[config.mk]
export PLATFORM = sky130hd
export DESIGN_NAME = rrt_ctrl
export DESIGN_NICKNAME = d
export VERILOG_FILES = /design/src/rtl/core/rrt_pkg.sv /design/src/rtl/core/rrt_ctrl.sv
export SDC_FILE = /design/constraint.sdc
export NUM_CORES = 1
export LEC_CHECK = 0
export ABC_AREA = 1
export BUFFER_PORTS_ARGS = -buffer_cell sky130_fd_sc_hd__buf_4
export CAP_MARGIN = 25
export CORE_AREA = 10 10 47 49
export DETAILED_ROUTE_END_ITERATION = 12
export DIE_AREA = 0 0 57 59
export PLACE_DENSITY = 0.71
export SYNTH_ARGS = -nofsm -noshare
export SYNTH_HDL_FRONTEND = slang
export SYNTH_SLANG_ARGS = --single-unit
[constraint.sdc]
create_clock -name clk -period 3.1 [get_ports clk]
set_input_delay 0.62 -clock clk [delete_from_list [all_inputs] [get_ports clk]]
set_output_delay 0.62 -clock clk [all_outputs]
set_load 0.05 [all_outputs]
[src/rtl/core/rrt_pkg.sv]
// ----------------------------------------------------------------------------
// rrt_pkg
// shared types, constants and command/status structs of the tree extend core
// ----------------------------------------------------------------------------
`default_nettype none
package rrt_pkg;
    localparam int MAX_NODES  = 1024;
    localparam int MAP_CELLS  = 64;
    localparam int CELL_SHIFT = 4;
    localparam int COORD_FRAC = 6;
    localparam int IDX_W      = $clog2(MAX_NODES);
    localparam int CNT_W      = IDX_W + 1;
    localparam int CELL_W     = $clog2(MAP_CELLS);
    localparam int GRID_W     = 2 * CELL_W;
    localparam int GRID_N     = MAP_CELLS * MAP_CELLS;
    localparam int OBS_LO     = MAP_CELLS / 3;
    localparam int OBS_HI     = 2 * MAP_CELLS / 3;
    localparam int CSH        = COORD_FRAC + CELL_SHIFT;

    typedef enum logic [2:0] {
        ST_OK      = 3'd0,
        ST_OUTSIDE = 3'd1,
        ST_OCC     = 3'd2,
        ST_FULL    = 3'd3,
        ST_ZERO    = 3'd4,
        ST_RESTART = 3'd5
    } status_t;

    typedef enum logic [2:0] {
        REG_START_X  = 3'd0,
        REG_START_Y  = 3'd1,
        REG_GOAL_X   = 3'd2,
        REG_GOAL_Y   = 3'd3,
        REG_STEP     = 3'd4,
        REG_TOL      = 3'd5,
        REG_AREA_X   = 3'd6,
        REG_AREA_Y   = 3'd7
    } reg_idx_t;

    typedef enum logic [3:0] {
        CMD_NONE,
        CMD_LOAD,
        CMD_CLR,
        CMD_SCAN_RD,
        CMD_SCAN_CMP,
        CMD_PARENT,
        CMD_SQRT,
        CMD_DIV_INIT,
        CMD_DIV_STEP,
        CMD_CHECK,
        CMD_GRID_RD,
        CMD_COMMIT,
        CMD_GOAL
    } cmd_op_t;

    typedef struct packed {
        cmd_op_t op;
        logic    sel_y;
    } cmd_t;

    typedef struct packed {
        logic clr_done;
        logic scan_done;
        logic sqrt_done;
        logic div_done;
        logic zero_len;
    } stat_t;
endpackage
`default_nettype wire

[src/rtl/core/rrt_ctrl.sv]
// ----------------------------------------------------------------------------
// rrt_ctrl
// sequencer of the reset grid sweep and of one extend or restart operation
// ----------------------------------------------------------------------------
`default_nettype none
module rrt_ctrl
    import rrt_pkg::*;
(
    input  wire logic clk,
    input  wire logic rst_n,
    input  wire logic start,
    input  wire logic op,
    input  wire stat_t stat,
    output cmd_t      cmd,
    output logic      busy,
    output logic      done,
    output logic      restarted
);
    typedef enum logic [3:0] {
        S_INIT, S_IDLE, S_CLR, S_RD, S_CMP, S_PAR, S_SQRT, S_DIVX0, S_DIVX,
        S_DIVY0, S_DIVY, S_CHK, S_GRD, S_COMMIT, S_GOAL, S_DONE
    } state_t;

    state_t state_reg, state_next;
    logic   rst_op_reg;

    always_comb
    begin
        state_next  = state_reg;
        cmd.op      = CMD_NONE;
        cmd.sel_y   = 1'b0;
        case (state_reg)
            S_INIT:
            begin
                cmd.op = CMD_CLR;
                if (stat.clr_done) state_next = S_IDLE;
            end
            S_IDLE:
            begin
                if (start)
                begin
                    cmd.op = CMD_LOAD;
                    state_next = op ? S_CLR : S_RD;
                end
            end
            S_CLR:
            begin
                cmd.op = CMD_CLR;
                if (stat.clr_done) state_next = S_DONE;
            end
            S_RD:   begin cmd.op = CMD_SCAN_RD; state_next = S_CMP; end
            S_CMP:
            begin
                cmd.op = CMD_SCAN_CMP;
                state_next = stat.scan_done ? S_PAR : S_RD;
            end
            S_PAR:  begin cmd.op = CMD_PARENT; state_next = S_SQRT; end
            S_SQRT:
            begin
                cmd.op = CMD_SQRT;
                if (stat.sqrt_done) state_next = S_DIVX0;
            end
            S_DIVX0: begin cmd.op = CMD_DIV_INIT; state_next = S_DIVX; end
            S_DIVX:
            begin
                cmd.op = CMD_DIV_STEP;
                if (stat.div_done) state_next = S_DIVY0;
            end
            S_DIVY0: begin cmd.op = CMD_DIV_INIT; cmd.sel_y = 1'b1; state_next = S_DIVY; end
            S_DIVY:
            begin
                cmd.op = CMD_DIV_STEP;
                cmd.sel_y = 1'b1;
                if (stat.div_done) state_next = S_CHK;
            end
            S_CHK:    begin cmd.op = CMD_CHECK; state_next = S_GRD; end
            S_GRD:    begin cmd.op = CMD_GRID_RD; state_next = S_COMMIT; end
            S_COMMIT: begin cmd.op = CMD_COMMIT; state_next = S_GOAL; end
            S_GOAL:   begin cmd.op = CMD_GOAL; state_next = S_DONE; end
            S_DONE:   state_next = S_IDLE;
            default:  state_next = S_IDLE;
        endcase
    end

    always_ff @(posedge clk or negedge rst_n)
    begin
        if (!rst_n)
        begin
            state_reg  <= S_INIT;
            rst_op_reg <= 1'b0;
        end
        else
        begin
            state_reg <= state_next;
            if (state_reg == S_IDLE && start)
                rst_op_reg <= op;
        end
    end

    assign busy      = (state_reg != S_IDLE);
    assign done      = (state_reg == S_DONE);
    assign restarted = rst_op_reg;
endmodule
`default_nettype wire
# After elaboration in Yosys (flattened, before gate mapping)
# Index checks and enable logic that the tools add are counted.
# word_totals
register_bits	5
latch_bits	0
ramBits	0
romBits	0
out_inout_bits	8
mem_count	0
# classes
add_sub_neg	0
mul	0
div	0
order_cmp	0
n_eq_ne	22
shift	0
muxes	12
bitwise	0
n_reduce_logical	7
# op_table
cell	n
$pmux 4 s16	1
$pmux 4 s12	1
$eq 4x4->1 const B	8
$mux 4	6
$eq 4x3->1 const B	4
$ne 2x2->1 const B	6
$eq 4x2->1 const B	2
$reduce_or 2->1	4
$reduce_and 6->1	1
$eq 4x1->1 const B	1
$logic_not 4->1	1
$ne 4x1->1 const B	1
$mux 1	3
$mux 3	1
$logic_and 1x1->1	1

# Logic depth before layout (Yosys ltp)
# Gate-level depths: netlist of the first run.
# depth
word_depth	3
ltp_mapped	8

# Worst setup path before layout of the first run
# Ideal clock, no wire load.
# synth_path
kind	register -> output
from	register state_reg[0]
to	output port cmd[1] in the netlist's numbering
arrival_ns	1.499
t_required_ns	2.480
slack_ns	0.981
stages_incl_launch_ff	7
path_cell_list	dfrtp_1 inv_2 nor2_4 nand2_2 nor2_4 nor2_1 nand4_1
# synth_rtl
item	line	rtl
from (decl)	rrt_ctrl.sv:24	state_t state_reg, state_next;
from (signal assigned)	rrt_ctrl.sv:94	state_reg <= state_next;
to (decl)	rrt_ctrl.sv:14	output cmd_t cmd,

==> impl_metrics.py, run 1 <==
metrics = {
    "worst_setup_path": {
        "r2r_cells": 6,
        "reg2reg_to": "state_reg[1]",
        "crit_slowest_cell": "dfrtp_1",
        "rr_startpoint": "state_reg[3]",
        "crit_arrival_ns": 1.58,
        "max_stage_delay_ns": 0.46,
        "path_class": "reg -> out",
        "r2r_setup_slack_ns": 1.81,
        "crit_required_ns": 2.48,
        "critPathMaxFanout": 6,
        "startpoint": "state_reg[3]",
        "end_kind": "output port",
        "path_cells": "nor2_1 > nand2_2 > nor2_4 > nor2_1 > nand4_1 > buf_4",
        "crit_top_cell": "nor2_1",
        "cp-start-kind": "register",
        "endpoint": "cmd[1]",
    },
    "layout": {
        "antennaDiodeCount": 0,
        "largest_reg_flops": 4,
        "layout_commonest_cell": "nand2_1",
        "stdcell_area_sq_um": 662,
        "final_cell_mix": "30 x nand2_1, 15 x buf_4, 10 x nor2_1, 7 x inv_1",
        "multi_input_area_sq_um": 333,
        "instances_no_fill": 120,
        "synthToLayoutAreaGrowth_pct": 31.6,
        "ff_latch_area_sq_um": 125,
        "nets": 114,
        "drive_gt1_share_pct": 32.7,
        "fillers": 152,
    },
    "grt": {
        "grt_pass1_vias": 579,
        "antenna_found_initial": 0,
        "gr-usage-all-layers_pct": 8.46,
        "grt_first_pass_wirelength_um": 2330,
        "grt_max_degree": 9,
        "grt-ovfl-total": 0,
    },
    "synth": {
        "async_flop_share_pct": 100,
        "syn_inst": 85,
        "ys_types": 19,
        "ys_warn_count": 0,
        "synth.yosys.seq_area_share_pct": 24.9,
        "ys.flop_type": "dfrtp_1",
        "syn_nets": 94,
        "netlist_area_sq_um": 503,
        "synth-seq-cells": 5,
        "avgSynthCellArea_sq_um": 5.92,
        "synth_edf_count": 0,
    },
    "clocking": {
        "cts_tree": "yes",
        "h-tree-depth": 1,
        "cts_buffers": 3,
        "clock_sinks": 5,
        "cts-resized-gates": 0,
        "clk_path_buf_depth": 2,
        "clkTransAtPathRegs_ns": 0.05,
        "cts_setup_buffers": 0,
        "postCtsHoldBufs": 0,
        "cts_root_buffer": "clkbuf_4",
        "clk_latency_ns": 0.25,
    },
    "die": {
        "start_util_pct": 35.9,
        "die_area_sq_um": 3360,
        "die_h_um": 59,
        "die_w_um": 57,
        "rows": 14,
        "core_area_sq_um": 1400,
        "ioPinCount": 17,
    },
    "placed_design": {
        "dp.cells": 116,
        "gp_congestion": 0.826,
        "portBuffers": 15,
        "hpwl_um": 1150,
        "placed_cell_area_sq_um": 636,
    },
    "status": {
        "status": "finished clean",
    },
    "timing": {
        "fin_crit_sh_pct": 70.9,
        "final_max_slew_viol_count": 0,
        "max_freq_mhz": 455,
        "fin_skew_ns": 0.00904,
        "fin_crit_ns": 2.20,
        "max_slew_margin_pct": 79.3,
        "worst_slew_pin_slew_ns": 0.311,
        "hold_viol": 0,
        "finalSetupTns_ns": 0,
        "rsz0062_at_grt": "false",
        "setup_viol": 0,
    },
    "worst_hold_path": {
        "hp-class": "in -> async",
    },
    "detailed_routing": {
        "first_pass_iters": 4,
        "wl_per_cell_um": 11.3,
        "drc": 0,
        "ant_nets": 0,
        "vias": 603,
        "vias_per_cell": 5.03,
        "drtIter0Drc": 12,
        "drt_wl_total_um": 1360,
    },
    "run": {
        "maxCapViolCount": 0,
    },
}
## layer usage
metal	up-vias	part of all wire, %	track usage, %
li1	307	-	-
met1	262	38	8.03
met2	28	53	15.8
met3	6	5.4	1.72
met4	0	2.9	6.04
met5	-	0	0
## metrics by stage
stage               setup WS, ns  hold WS (ns)  util, %
floorplan                  0.981         0.324        -
global placement            1.18         0.422     45.4
detailed placement          1.18         0.422     45.4
CTS                        0.912         0.155     47.2
global route               0.829         0.164     47.2
finish                     0.901         0.157     47.2
## area by class of cell
type	count	area share, %
inverter	12	6.81
clock buffer	4	3.97
tap	16	3.02
timing repair buffer	15	17.0
sequential	5	18.9
multi-input combinational	68	50.3
## critical path, delay by kind of cell, from the launching register on
| family | cells | cell delay (ns) |
|---|---|---|
| DFF | 1 | 0.46 |
| buffers and inverters | 1 | 0.20 |
| and+or+nand+nor | 5 | 0.68 |
## synthesized netlist by cell type (2+ instances only)
master | number | share of area, %
a21oi_1 | 4 | 4.0
dfrtp_1 | 5 | 25
inv_1 | 7 | 5.2
inv_2 | 5 | 3.7
nand2_1 | 30 | 22
nand2_2 | 5 | 6.2
nand4_1 | 3 | 3.7
nor2_1 | 10 | 7.5
nor2_2 | 4 | 5.0
nor2_4 | 2 | 4.5
o21ai_0 | 2 | 2.0
## how the worst min path moves through the flow
stage | start | endpoint | slack [ns] | cells past startpoint
final | rst_n | state_reg[3] | 0.16 | 1
after global routing | rst_n | state_reg[3] | 0.16 | 1
after CTS | rst_n | state_reg[2] | 0.15 | 1
after detailed placement | rst_n | state_reg[2] | 0.42 | 1
after global placement | rst_n | state_reg[1] | 0.42 | 1
after floorplan | rst_n | restarted | 0.32 | 0
## logic make-up (layout without fill, tap and decap cells)
kind of cell	Yosys count	after routing	share of synthesized area [%]
simple gates	56	56	51.7
flops	5	5	24.9
xor+xnor	1	1	1.74
buf+inv	12	31	8.96
compound gates	11	11	12.7
Power of run 1 is not shown: default switching activity piles up to over one toggle a cycle in this logic, so the estimate is an artifact.
==> inputs of run 2 (changes only) <==
--- a/config.mk
+++ b/config.mk
@@ -5,13 +5,13 @@
 export SDC_FILE = /design/constraint.sdc
 export NUM_CORES = 1
 export LEC_CHECK = 0
-export ABC_AREA = 1
+export ABC_AREA = 0
 export BUFFER_PORTS_ARGS = -buffer_cell sky130_fd_sc_hd__buf_4
 export CAP_MARGIN = 25
 export CORE_AREA = 10 10 47 49
 export DETAILED_ROUTE_END_ITERATION = 12
 export DIE_AREA = 0 0 57 59
-export PLACE_DENSITY = 0.71
+export PLACE_DENSITY = 0.68
 export SYNTH_ARGS = -nofsm -noshare
 export SYNTH_HDL_FRONTEND = slang
 export SYNTH_SLANG_ARGS = --single-unit
==> constraint.sdc (replaced) <==
create_clock -name clk -period 1.97 [get_ports clk]
set_input_delay 0.394 -clock clk [delete_from_list [all_inputs] [get_ports clk]]
set_output_delay 0.394 -clock clk [all_outputs]
set_load 0.05 [all_outputs]
==> run 2 against run 1 <==
Effect of this change: critical path depth down 1; first-iteration DRC count fell by 75%; flip-flop and latch count did not move; critical path type unchanged; clock-buffer cell count did not move; die area is the same.
==> impl_metrics.py, run 2 <==
metrics = {
    "clocking": {
        "cts_buffers": 3,
        "h-tree-depth": 1,
        "clkTransAtPathRegs_ns": 0.05,
        "cts_root_buffer": "clkbuf_4",
        "clk_latency_ns": 0.24,
        "cts_tree": "yes",
        "clock_sinks": 5,
        "clk_path_buf_depth": 2,
    },
    "synth": {
        "synth_area_leaders": "dfrtp_1 28%, o32ai_4 6.2%, nand2_1 5.0%, a21oi_1 3.4%, nand3_1 3.4%",
        "async_flop_share_pct": 100,
        "synth_edf_count": 0,
        "yosysMostFrequentCell": "nand2_1",
        "netlist_area_sq_um": 447,
        "avgSynthCellArea_sq_um": 8.43,
        "ys_types": 31,
        "ys_top_cells_by_count": "6 x nand2_1, 5 x dfrtp_1",
        "netlist.area_leader.share_pct": 28.0,
        "synth.yosys.seq_area_share_pct": 28.0,
        "synth-seq-cells": 5,
        "ys_warn_count": 0,
        "syn_nets": 62,
        "synth_top_area_cell": "dfrtp_1",
        "syn_inst": 53,
        "ys.flop_type": "dfrtp_1",
    },
    "worst_setup_path": {
        "path_class": "reg -> out",
        "cp-start-kind": "register",
        "crit_arrival_ns": 1.42,
        "crit_required_ns": 1.58,
        "startpoint": "state_reg[1]",
        "rr_startpoint": "state_reg[2]",
        "endpoint": "cmd[3]",
        "r2r_setup_slack_ns": 0.27,
        "critPathMaxFanout": 13,
        "end_kind": "output port",
        "r2r_cells": 4,
        "reg2reg_to": "state_reg[0]",
    },
    "timing": {
        "setup_viol": 0,
        "fin_crit_ns": 1.82,
        "finalSetupTns_ns": 0,
        "max_freq_mhz": 550,
        "final_max_slew_viol_count": 0,
        "rsz0062_at_grt": "false",
        "fin_skew_ns": 0.00448,
        "fin_crit_sh_pct": 92.3,
        "hold_viol": 0,
        "worst_slew_pin_slew_ns": 0.438,
        "max_slew_margin_pct": 70.8,
    },
    "layout": {
        "largest_reg_flops": 4,
        "fillers": 148,
        "final_cell_mix": "17 x buf_4, 6 x nand2_1, 4 x dfrtp_1",
        "multi_input_area_sq_um": 294,
        "synthToLayoutAreaGrowth_pct": 37.8,
        "nets": 80,
        "layout_commonest_cell": "buf_4",
        "drive_gt1_share_pct": 37.1,
        "ff_latch_area_sq_um": 126,
        "antennaDiodeCount": 0,
    },
    "die": {
        "die_w_um": 57,
        "ioPinCount": 17,
        "start_util_pct": 31.9,
        "die_area_sq_um": 3360,
        "rows": 14,
        "die_h_um": 59,
        "core_area_sq_um": 1400,
    },
    "grt": {
        "grt_max_degree": 14,
        "grt_first_pass_wirelength_um": 1870,
        "antenna_found_initial": 0,
        "grt-ovfl-total": 0,
        "grt_pass1_vias": 445,
        "gr-usage-all-layers_pct": 6.68,
    },
    "detailed_routing": {
        "wl_per_cell_um": 12.5,
        "drt_wl_total_um": 1080,
        "drtIter0Drc": 3,
        "vias_per_cell": 5.19,
        "ant_nets": 0,
        "drc": 0,
        "vias": 446,
        "first_pass_iters": 4,
    },
    "status": {
        "status": "finished clean",
    },
    "placed_design": {
        "hpwl_um": 856,
        "portBuffers": 15,
        "gp_congestion": 0.768,
    },
    "worst_hold_path": {
        "worstHoldStart": "stat[1]",
        "hp-class": "in -> reg",
    },
    "run": {
        "maxCapViolCount": 0,
    },
}
==> run 2: kinds of logic (layout without fill, tap and decap cells) <==
| kind of cell | after synthesis | count (layout) | share of synthesized area [%] |
|---|---|---|---|
| buffers and inverters | 8 | 25 | 8.96 |
| muxes | 1 | 1 | 3.36 |
| xor gates and xnor gates | 2 | 2 | 3.92 |
| AOI/OAI and AO/OA | 18 | 18 | 32.8 |
| and+or+nand+nor | 19 | 19 | 23.0 |
| DFF | 5 | 5 | 28.0 |
==> run 2: cell type report <==
class / count / area share [%]
Sequential cell: 5 / 20.5
Clock buffer: 4 / 4.27
Timing Repair Buffer: 18 / 22.4
Inverter: 3 / 1.83
Tap cell: 16 / 3.25
Multi-Input combinational cell: 40 / 47.8
==> run 2: critical path, stage by stage (launching register included) <==
cell      delay (ns)
dfrtp_1         0.58
nand2b_1        0.16
nand2_1         0.09
nand2_1         0.05
o21ai_1         0.09
buf_4           0.21
==> run 2: routing by layer <==
| metal | GRT usage, % | up-vias | part of all wire [%] |
|---|---|---|---|
| li1 | - | 224 | - |
| met1 | 7.93 | 210 | 49 |
| met2 | 10.4 | 12 | 45 |
| met3 | 3.86 | 0 | 6.2 |
| met4 | 1.01 | 0 | 0 |
| met5 | 0 | - | 0 |
==> run 2: how the worst min path moves through the flow <==
stage	end	slack [ns]	depth (start not counted)
detailed placement	state_reg[3]	0.20	1
finish	state_reg[3]	0.38	2
CTS	state_reg[3]	0.39	2
global placement	restarted	0.20	1
floorplan	restarted	0.1	0
global route	state_reg[3]	0.39	2
==> run 2: through the flow <==
step	hold slack [ns]	area [sq um]	instances	setup slack, ns	utilization (%)
4_1_cts	0.386	609	86	0.0459	43.5
6_report	0.384	616	86	0.153	43.9
3_5_place_dp	0.198	573	81	0.297	40.9
2_1_floorplan	0.0984	454	53	0.0358	-
5_1_grt	0.392	616	86	0.0317	43.9
3_3_place_gp	0.196	573	81	0.309	40.9
==> run 2: timing repair <==
item | CTS | global route
endpoints found under the setup margin | 0 | 2
setup buffers | 0 | 0
endpoints found under the hold margin | 5 | 0
gates resized for setup | 0 | 2
hold buffers | 1 | 0
Power of run 2 is left out for the same reason.
